--- config.mk ---
export PLATFORM = sky130hd
export DESIGN_NAME = ptagg_outq
export DESIGN_NICKNAME = d
export VERILOG_FILES = /design/src/sv/per_key_tick_aggregator_defines.svh /design/src/sv/ptagg_pkg.sv /design/src/sv/ptagg_outq.sv
export SDC_FILE = /design/constraint.sdc
export NUM_CORES = 1
export LEC_CHECK = 0
export BUFFER_PORTS_ARGS = -buffer_cell sky130_fd_sc_hd__clkbuf_2
export CAP_MARGIN = 30
export CORE_ASPECT_RATIO = 1.4
export CORE_MARGIN = 4
export CORE_UTILIZATION = 51
export DETAILED_ROUTE_END_ITERATION = 10
export PLACE_DENSITY_LB_ADDON = 0.15
export SYNTH_ARGS = -nofsm -noshare
export SYNTH_HDL_FRONTEND = slang
export SYNTH_SLANG_ARGS = --single-unit
--- constraint.sdc ---
create_clock -name clk -period 6.9 [get_ports clk]
set_input_delay 0.69 -clock clk [delete_from_list [all_inputs] [get_ports clk]]
set_output_delay 0.69 -clock clk [all_outputs]
set_load 0.02 [all_outputs]
--- src/sv/per_key_tick_aggregator_defines.svh ---
// Assertion macros for the per-symbol tick aggregator.
// No dependencies; included by files that carry concurrent checks.
`ifndef PER_KEY_TICK_AGGREGATOR_DEFINES_SVH
`define PER_KEY_TICK_AGGREGATOR_DEFINES_SVH

`ifndef ASSERT_OFF
// Clocked implication check, disabled in reset
`define PTAGG_ASSERT(lbl, clk, rstn, prop, msg) \
  lbl: assert property (@(posedge clk) disable iff (!rstn) prop) else $error(msg);
// Condition that must never hold at a clock edge
`define PTAGG_ASSERT_NEVER(lbl, clk, rstn, expr, msg) \
  lbl: assert property (@(posedge clk) disable iff (!rstn) !(expr)) else $error(msg);
`else
`define PTAGG_ASSERT(lbl, clk, rstn, prop, msg)
`define PTAGG_ASSERT_NEVER(lbl, clk, rstn, expr, msg)
`endif

`endif

--- src/sv/ptagg_pkg.sv ---
// Shared types and constants of the per-symbol tick aggregator.
// No dependencies; imported by every aggregator module but ptagg_ram.
`timescale 1ns / 1ps
`default_nettype none

package ptagg_pkg;

  // Row memory geometry
  localparam int MAX_SYMBOLS = 1024;
  localparam int ADDR_W      = $clog2(MAX_SYMBOLS);

  // Field widths
  localparam int OP_W    = 2;
  localparam int SYM_W   = 10;
  localparam int CFG_W   = 11;
  localparam int PRICE_W = 32;
  localparam int QTY_W   = 32;
  localparam int CNT_W   = 32;
  localparam int SUM_W   = 64;

  localparam logic [CFG_W-1:0] CFG_RESET = CFG_W'(1024);

  // Stream packing
  localparam int IN_FIELDS_W  = SYM_W + PRICE_W + QTY_W;
  localparam int IN_DATA_W    = ((IN_FIELDS_W + 7) / 8) * 8;
  localparam int OUT_FIELDS_W = SYM_W + CNT_W + 2 * SUM_W + 2 * PRICE_W;
  localparam int OUT_DATA_W   = ((OUT_FIELDS_W + 7) / 8) * 8;
  localparam int OUT_PAD_W    = OUT_DATA_W - OUT_FIELDS_W;

  // Result queue
  localparam int OUTQ_DEPTH = 4;
  localparam int OUTQ_PTR_W = $clog2(OUTQ_DEPTH);
  localparam int OUTQ_CNT_W = $clog2(OUTQ_DEPTH + 1);

  typedef enum logic [OP_W-1:0] {
    OP_TICK  = 2'd0,
    OP_READ  = 2'd1,
    OP_CLEAR = 2'd2
  } op_t;

  typedef enum logic {
    ST_SWEEP = 1'b0,
    ST_RUN   = 1'b1
  } state_t;

  // One statistics row as stored in memory
  typedef struct packed {
    logic               occ;
    logic [CNT_W-1:0]   cnt;
    logic [SUM_W-1:0]   psum;
    logic [SUM_W-1:0]   qsum;
    logic [PRICE_W-1:0] minp;
    logic [PRICE_W-1:0] maxp;
  } row_t;

  localparam int ROW_W = $bits(row_t);

  // Accepted request with its active flag
  typedef struct packed {
    op_t                op;
    logic [SYM_W-1:0]   sym;
    logic [PRICE_W-1:0] price;
    logic [QTY_W-1:0]   qty;
    logic               ok;
  } req_t;

  // Result of a read request
  typedef struct packed {
    logic               ok;
    logic [SYM_W-1:0]   sym;
    logic [CNT_W-1:0]   cnt;
    logic [SUM_W-1:0]   psum;
    logic [SUM_W-1:0]   qsum;
    logic [PRICE_W-1:0] minp;
    logic [PRICE_W-1:0] maxp;
  } res_t;

  // Sweep control towards the update stage
  typedef struct packed {
    logic              busy;
    logic              sweep_we;
    logic [ADDR_W-1:0] sweep_addr;
  } ctrl_t;

  // Row memory write port
  typedef struct packed {
    logic              we;
    logic [ADDR_W-1:0] addr;
    row_t              data;
  } wr_t;

  function automatic logic [ADDR_W-1:0] sym_addr(input logic [SYM_W-1:0] sym);
    return ADDR_W'(sym);
  endfunction

endpackage

`default_nettype wire

--- src/sv/ptagg_outq.sv ---
// Result queue in front of the output stream, packs each result into tdata/tuser.
// Depends on ptagg_pkg.
`timescale 1ns / 1ps
`default_nettype none

module ptagg_outq (
  input  logic                                clk,
  input  logic                                rst_n,
  input  logic                                push,
  input  ptagg_pkg::res_t                     push_res,
  output logic                                out_tvalid,
  input  logic                                out_tready,
  output logic [ptagg_pkg::OUT_DATA_W-1:0]    out_tdata,
  output logic                                out_tuser,
  output logic [ptagg_pkg::OUTQ_CNT_W-1:0]    occ
);
  import ptagg_pkg::*;

  res_t                  q_r [OUTQ_DEPTH];
  logic [OUTQ_PTR_W-1:0] wp_r, rp_r;
  logic [OUTQ_CNT_W-1:0] occ_r;
  logic                  pop;
  res_t                  head;

  assign out_tvalid = (occ_r != '0);
  assign pop        = out_tvalid && out_tready;
  assign occ        = occ_r;
  assign head       = q_r[rp_r];

  // Pack the head entry, first field in the low bits
  assign out_tdata = {{OUT_PAD_W{1'b0}}, head.maxp, head.minp, head.qsum, head.psum,
                      head.cnt, head.sym};
  assign out_tuser = head.ok;

  always_ff @(posedge clk) begin
    if (!rst_n) begin
      wp_r  <= '0;
      rp_r  <= '0;
      occ_r <= '0;
    end else begin
      if (push) begin
        wp_r <= wp_r + OUTQ_PTR_W'(1);
      end
      if (pop) begin
        rp_r <= rp_r + OUTQ_PTR_W'(1);
      end
      occ_r <= occ_r + OUTQ_CNT_W'(push) - OUTQ_CNT_W'(pop);
    end
  end

  // Store the result
  always_ff @(posedge clk) begin
    if (push) begin
      q_r[wp_r] <= push_res;
    end
  end

endmodule

`default_nettype wire

==> results by group, run 1 <==
Synthesis
  • Post-Syn Instances: 1278
  • Top area cells in the synthesized netlist: edfxtp_1 82%, mux4_2 15%, buf_6 0.59%
  • Avg Cell Area, Syn: 26.9 um^2
  • Main synth FF type: edfxtp_1
  • Sequential fraction of the synthesis area: 82.6%
  • Post-synth top area share: 82.1%
  • Number of warnings issued by yosys: 0
  • Yosys cell types: 22
  • Register bit count reported by yosys: 949
  • Yosys top cell by area: edfxtp_1
  • Async SR Flop Fraction: 0%
  • Syn Std Cell Area: 34400 um^2
  • Number of synthesized flops with an enable pin: 940

Global routing
  • Total Routing Usage GR: 19.9%
  • Gr ovfl total: 0
  • Initial antenna violation count: 11
  • Vias in the first global route: 16.3k
  • First-pass GRT wire length: 105000 um
  • Largest net degree at the start of global routing: 129

Placement
  • GPL Wtd Cong: 0.736
  • Post-DP HPWL: 44100 um
  • IO Port Bufs: 477

Layout
  • Nets: 2049
  • Area growth syn-to-layout: 17.7%
  • Share of layout cells above drive strength 1: 45.3%
  • Final Util: 60.7%
  • Fillers: 4713
  • Most frequent cells in the layout: 940 x edfxtp_1, 477 x clkbuf_2, 235 x mux4_2, 87 x clkbuf_16, 20 x clkbuf_1
  • Commonest non-fill, non-tap cell in the layout: edfxtp_1

Drt
  • Final ANT Viol Nets: 0
  • Vias per cell: 5.61
  • Remaining DRCs: 0
  • Via count: 15.3k
  • DR iter-0 viols: 1082
  • Final WL: 71500 um
  • Drt pass-1 iters: 4
  • Routed len/inst: 26.2 um

Worst setup path
  • Crit path DAT: 3210 ps
  • Setup crit end kind: output port
  • Worst Path Max Fanout: 96
  • Critical path class: flip-flop to output port
  • Req. time, crit path: 6210 ps
  • CP startpoint kind: flip-flop

Clock tree
  • Clock latency on the worst-skew pair: 630 ps
  • TritonCTS clock tree: done
  • Cts bufs inserted: 85
  • CTS clock-pin slew for the worst setup and hold paths: 60 ps
  • Hold Buf Count CTS: 0
  • Clk buf depth: 3
  • H-tree depth: 3
  • CTS root buf: clkbuf_16
  • Post_cts resized: 0
  • CTS sink cnt: 949
  • Post-CTS Repair Setup Buffers: 0

STA
  • Setup Skew: 18.0 ps
  • Final TNS setup: 0 ps
  • Relative slew margins: 33.2%
  • Worst Max-Slew Pin Slew: 1000 ps
  • Tmin final: 3900 ps
  • RSZ-0062 raised after global routing: false
  • Tcrit/Tclk final: 56.6%
  • Slew Limit Fails: 0
  • Fmax: 0.256 GHz
  • Final setup violation count: 0
  • Final hold viol count: 0

Pwr
  • Pwr dens: 349 nW/um^2
  • Worst VDD drop: 0.267 mV
  • Pleak: 13.5 nW

Floorplanning
  • # IOs: 484
  • Row cnt: 112
  • Core ar.: 66700 um^2
  • Die area: 71700 um^2
  • Initial Utilization: 51.6%
  • Chip width: 228 um
  • Die Height: 315 um

Job
  • Max cap viols: 0

Run status
  • Status: complete, no violations

Hold path
  • Worst min path class: input pin to flip-flop
## worst max-delay path, stage by stage (launching register included)
cell      delay (ps)
dfxtp_4          820
buf_12           560
mux4_2           650
clkbuf_2         200
## registers in the layout (all words and copies together), names as in the netlist, named ones only
| register | cells |
|---|---|
| occ | 3 |
| q_r | 940 |
| rp_r | 2 |
| wp_r | 2 |
## per-stage QoR
stage	power [mW]	std cells	instance area, um^2	hold slack [ps]	setup WS [ps]
after CTS	14.4	2722	40400	216	2850
after global routing	14.7	2726	40500	247	2720
after floorplan	8.84	1283	34400	449	268
after global placement	9.70	2570	37700	449	3540
final	14.1	2733	40500	276	3000
after detailed placement	9.73	2570	37700	477	3560
## cells by family after synthesis
| group | after synthesis | share of synthesized area [%] |
|---|---|---|
| muxes | 239 | 15.5 |
| AOI/OAI and AO/OA | 2 | 0.0509 |
| adders and majority gates | 7 | 0.276 |
| other | 1 | 0.0109 |
| buffers and inverters | 64 | 1.25 |
| and+or+nand+nor | 14 | 0.240 |
| xor gates and xnor gates | 2 | 0.0909 |
| DFF | 949 | 82.6 |
## Yosys cell counts (all sizes together), types with 2 or more instances
cell	n
and2	8
mux2i	4
nand2	2
inv	6
ha	6
dfxtp	9
nand2b	2
buf	57
mux4	235
edfxtp	940
## path summary, 6_finish.rpt
path / from / endpoint / slack [ps] / cells past startpoint
worst max register to register: wp_r[0] / q_r[2][157] / 4390 / 4
worst max-delay path: flip-flop / out_tdata[71] / 3000 / 3
worst min-delay path: push_res[60] / q_r[3][60] / 280 / 1
worst min register to register: rp_r[1] / flip-flop / 470 / 2
## routing by layer
metal | GRT usage [%] | part of all wire, % | vias to the layer above | routed length [um]
li1 | - | - | 6618 | -
met1 | 24.9 | 37 | 8114 | 26600
met2 | 33.2 | 52 | 498 | 37100
met3 | 6.36 | 8.4 | 86 | 6030
met4 | 6.66 | 2.4 | 4 | 1740
met5 | 0 | 0.038 | - | 27
## final cells by class
cell class	instances	area [um^2]	area share, %
inverters	6	22.5	0.0556
diodes	10	25.0	0.0618
repair buffers	491	2630	6.50
clock buffers	107	2250	5.56
flip-flops and latches	949	28400	70.2
multi-input cells	270	5590	13.8
well taps	855	1070	2.64
clock inverters	45	469	1.16
## where the power goes
part	internal (mW)	switching (mW)	total, mW	leakage [nW]
clock network	2.65	1.96	4.61	1.32
registers	6.64	0.132	6.77	8.71
logic	1.13	1.63	2.76	3.51
Note: power is estimated with default switching activity, not from simulation.
==> run 2, diff against run 1 <==
--- a/config.mk
+++ b/config.mk
@@ -9,7 +9,7 @@
 export CAP_MARGIN = 30
 export CORE_ASPECT_RATIO = 1.4
 export CORE_MARGIN = 4
-export CORE_UTILIZATION = 51
+export CORE_UTILIZATION = 57
 export DETAILED_ROUTE_END_ITERATION = 10
 export PLACE_DENSITY_LB_ADDON = 0.15
 export SYNTH_ARGS = -nofsm -noshare
==> constraint.sdc (replaced) <==
create_clock -name clk -period 4.1 [get_ports clk]
set_input_delay 0.41 -clock clk [delete_from_list [all_inputs] [get_ports clk]]
set_output_delay 0.41 -clock clk [all_outputs]
set_load 0.02 [all_outputs]
==> results by group, run 2 (synthesis gave the netlist of run 1 again) <==
STA
  • Tmin final: 3020 ps
  • Final hold viol count: 0
  • Fin worst setup slack: 1080 ps
  • Setup Skew: 16.1 ps
  • Slew Limit Fails: 0
  • Final setup violation count: 0
  • Worst Max-Slew Pin Slew: 799 ps
  • Relative slew margins: 46.7%
  • Fmax: 0.331 GHz
  • Tcrit/Tclk final: 73.7%
  • RSZ-0062 raised after global routing: false
  • Final TNS setup: 0 ps

Floorplanning
  • Initial Utilization: 57.5%
  • # IOs: 484
  • Die Height: 299 um
  • Die area: 64400 um^2
  • Row cnt: 106
  • Chip width: 216 um
  • Core ar.: 59800 um^2

Layout
  • Nets: 2292
  • Area growth syn-to-layout: 24.9%
  • Fillers: 3492
  • Max reg flops: 940
  • Final Util: 71.9%
  • Share of layout cells above drive strength 1: 41.1%
  • Most frequent cells in the layout: 940 x edfxtp_1, 477 x clkbuf_2, 235 x mux4_2, 229 x dlygate4sd3_1, 86 x clkbuf_16
  • Non-Filler Instances: 2934
  • Commonest non-fill, non-tap cell in the layout: edfxtp_1
  • Biggest register: q_r

Pwr
  • Worst VDD drop: 0.593 mV
  • Pleak: 14.6 nW
  • Pwr dens: 560 nW/um^2

Worst setup path
  • Crit-path leading delay family: flip-flops
  • Crit path DAT: 2610 ps
  • Critical-path cell list: buf_4 > mux4_2 > clkbuf_2
  • Crit path buffers/inverters: 2
  • Req. time, crit path: 3690 ps
  • Slowest CP cell: dfxtp_4
  • R2r startpoint: occ[1]
  • Cell count along the critical path: 3
  • Capture point of the worst reg-to-reg path: occ[2]
  • Critical path class: flip-flop to output port
  • CP startpoint kind: flip-flop
  • End of the critical path: out_tdata[67]
  • Slowest stage delay, CP: 810 ps
  • R2R Setup Slk: 1860 ps
  • Worst Path Max Fanout: 30
  • Setup crit end kind: output port
  • Depth of the most critical reg-to-reg path: 7

Drt
  • Drt pass-1 iters: 4
  • Via count: 16.5k
  • Final ANT Viol Nets: 0
  • Vias per cell: 5.61
  • Routed len/inst: 24.5 um
  • DR iter-0 viols: 1234
  • Remaining DRCs: 0
  • Final WL: 72000 um

Placement
  • Post-DP HPWL: 43800 um
  • GPL Wtd Cong: 0.753
  • IO Port Bufs: 477
  • Pre-CTS setup slack: 1620 ps
  • Placed cells: 2542

Clock tree
  • TritonCTS clock tree: done
  • Clock latency on the worst-skew pair: 620 ps
  • H-tree depth: 3
  • CTS root buf: clkbuf_16
  • CTS clock-pin slew for the worst setup and hold paths: 60 ps
  • Clk buf depth: 3
  • Post-CTS Repair Setup Buffers: 0
  • Cts bufs inserted: 83
  • CTS sink cnt: 949

Global routing
  • First-pass GRT wire length: 110000 um
  • Largest net degree at the start of global routing: 88
  • Initial antenna violation count: 11
  • Gr ovfl total: 0
  • Total Routing Usage GR: 22.6%
  • Vias in the first global route: 17.8k

Hold path
  • Worst min path class: input pin to flip-flop

Job
  • Max cap viols: 0

Run status
  • Status: complete, no violations
## run 2: worst min path at each step
stage / startpoint / to / depth (start not counted)
floorplan: rp_r[1] / flip-flop / 2
global placement: rp_r[1] / flip-flop / 2
detailed placement: rp_r[1] / flip-flop / 2
CTS: push_res[217] / q_r[3][217] / 1
global route: push_res[217] / q_r[3][217] / 1
finish: push_res[86] / q_r[2][86] / 1
## run 2: power by group
group	switching, mW	total (mW)	internal (mW)	leakage, nW
Combinational	2.81	4.95	2.14	4.58
Sequential	0.221	11.4	11.2	8.71
Clock	3.31	7.74	4.43	1.31
## run 2: worst register-to-register path: stages, from the launching register on
cell	delay, ps
dfxtp_1	400
o31a_1	390
ha_1	300
inv_1	50
ha_1	190
fa_1	430
xnor3_1	200
and2_1	170
## run 2: per-layer routing
metal  share of wire (%)  vias to the layer above  GRT usage [%]
li1                    -                     7104              -
met1                  38                     8649           29.4
met2                  51                      581           37.3
met3                 7.6                      122           6.00
met4                 3.5                        2           8.47
met5               0.019                        -              0
## run 2: cell type report
type                       count  area (um^2)  share of cell area, %
timing repair buffer         736         5180                   12.1
multi-input combinational    270         5590                   13.0
antenna                       10         25.0                 0.0582
clock buffer                 102         2210                   5.15
inverter                       6         22.5                 0.0524
sequential                   949        28400                   66.1
clock inverter                51          522                   1.21
tap                          810         1010                   2.36
## run 2: timing repair
action,CTS,global route
gates resized for setup,0,0
hold endpoints to repair,911,0
hold buffers,229,0
## run 2: metrics by stage
stage               instance area [um^2]  hold slack [ps]  power (mW)
global route                       43000             10.4        25.0
CTS                                43000           0.0365        24.3
global placement                   37900              448        16.4
finish                             43000             33.7        24.1
floorplan                          34400              449        14.8
detailed placement                 37900              470        16.4
==> run 3, diff against run 2 <==
==> constraint.sdc (replaced) <==
create_clock -name clk -period 3.1 [get_ports clk]
set_input_delay 0.31 -clock clk [delete_from_list [all_inputs] [get_ports clk]]
set_output_delay 0.31 -clock clk [all_outputs]
set_load 0.02 [all_outputs]
==> results by group, run 3 (synthesis gave the netlist of run 1 again) <==
Worst setup path
  • Req. time, crit path: 2790 ps
  • R2r startpoint: occ[1]
  • R2R Setup Slk: 960 ps
  • Depth of the most critical reg-to-reg path: 7
  • CP startpoint kind: flip-flop
  • Setup crit end kind: output port
  • Critical path class: flip-flop to output port
  • Crit path DAT: 2430 ps
  • Worst Path Max Fanout: 50
  • Capture point of the worst reg-to-reg path: occ[2]

Hold path
  • Hold Crit Start: rst_n
  • WHS Endpoint: occ[1]
  • Hold depth: 2
  • Worst min path class: input pin to flip-flop

Clock tree
  • Post_cts resized: 0
  • CTS clock-pin slew for the worst setup and hold paths: 60 ps
  • Cts bufs inserted: 83
  • H-tree depth: 3
  • CTS root buf: clkbuf_16
  • Post-CTS Repair Setup Buffers: 0
  • Clock latency on the worst-skew pair: 620 ps
  • Hold Buf Count CTS: 235
  • TritonCTS clock tree: done
  • CTS sink cnt: 949
  • Clk buf depth: 3

Layout
  • FF+latch area: 28400 um^2
  • Area growth syn-to-layout: 25.6%
  • Fillers: 3461
  • Multi-input gate area: 5590 um^2
  • Commonest non-fill, non-tap cell in the layout: edfxtp_1
  • Nets: 2325
  • Most frequent cells in the layout: 940 x edfxtp_1, 477 x clkbuf_2, 235 x mux4_2, 235 x dlygate4sd3_1, 85 x clkbuf_16
  • Max reg flops: 940
  • Biggest register: q_r
  • Share of layout cells above drive strength 1: 41.4%

Drt
  • Drt pass-1 iters: 5
  • Final WL: 73500 um
  • Remaining DRCs: 0
  • DR iter-0 viols: 1258
  • Via count: 16.6k
  • Routed len/inst: 24.8 um
  • Final ANT Viol Nets: 0
  • Vias per cell: 5.62

STA
  • Tcrit/Tclk final: 88.4%
  • Final TNS setup: 0 ps
  • Fin worst setup slack: 361 ps
  • RSZ-0062 raised after global routing: false
  • Final hold slack: 39.4 ps
  • Relative slew margins: 52.2%
  • Worst Max-Slew Pin Slew: 717 ps
  • Slew Limit Fails: 0
  • Final hold viol count: 0
  • Tmin final: 2740 ps
  • Final setup violation count: 0
  • Setup Skew: 23.9 ps
  • Fmax: 0.365 GHz

Global routing
  • First-pass GRT wire length: 112000 um
  • Total Routing Usage GR: 23.1%
  • Gr ovfl total: 0
  • Largest net degree at the start of global routing: 66
  • Initial antenna violation count: 7
  • Vias in the first global route: 18.0k

Pwr
  • Worst VDD drop: 0.625 mV
  • Pleak: 14.8 nW
  • Total power draw: 31.8 mW
  • Pwr dens: 736 nW/um^2

Job
  • Max cap viols: 0

Floorplanning
  • Chip width: 216 um
  • Die Height: 299 um
  • Initial Utilization: 57.5%
  • Core ar.: 59800 um^2
  • Die area: 64400 um^2
  • Row cnt: 106
  • # IOs: 484

Run status
  • Status: complete, no violations

Placement
  • GPL Wtd Cong: 0.789
  • IO Port Bufs: 477
  • Post-DP HPWL: 46500 um
  • Pre-CTS setup slack: 934 ps
run 3: cell count changes in the layout (fill, tap and decap cells not counted), sizes merged:
cell / previous run / this run
diode: 10 / 5
inv: 7 / 8
clkbuf: 579 / 583
clkinv: 34 / 29
dlygate4sd3: 229 / 235
clkinvlp: 7 / 3
buf: 30 / 57
run 3: area by class of cell:
class	instances	area share, %
multi-input combinational	270	12.9
timing repair buffer	769	12.7
antenna	5	0.0289
tap	810	2.34
clock buffer	106	5.10
inverter	6	0.0521
clock inverter	43	1.09
sequential	949	65.7
run 3: how the worst max path moves through the flow:
stage,depth (start not counted),to,from,slack [ps]
floorplan,3,q_r[2][0],wp_r[0],470
global placement,3,out_tdata[29],flip-flop,940
detailed placement,3,out_tdata[29],flip-flop,930
CTS,3,out_tdata[29],flip-flop,260
global route,3,out_tdata[29],flip-flop,200
finish,3,out_tdata[29],flip-flop,360
run 3: critical path, stage by stage (launching register included):
cell,delay [ps]
dfxtp_4,590
buf_12,400
mux4_2,590
clkbuf_2,180
run 3: power breakdown:
group	internal, mW	switching, mW	total (mW)
registers	14.8	0.225	15.0
clock network	5.80	4.31	10.1
logic	2.89	3.83	6.72
total	23.5	8.37	31.8
run 3: through the flow:
stage          instances  util (%)  instance area, um^2
2_1_floorplan       1283         -                34400
3_3_place_gp        2569      63.8                38200
3_5_place_dp        2569      63.8                38200
4_1_cts             2953      72.2                43200
5_1_grt             2958      72.3                43200
6_report            2958      72.3                43200
run 3: layer usage:
layer / GRT usage, % / share of wire, %
met1: 30.3 / 38
met2: 38.1 / 51
met3: 5.93 / 7.6
met4: 8.82 / 3.6
met5: 0 / 0.037
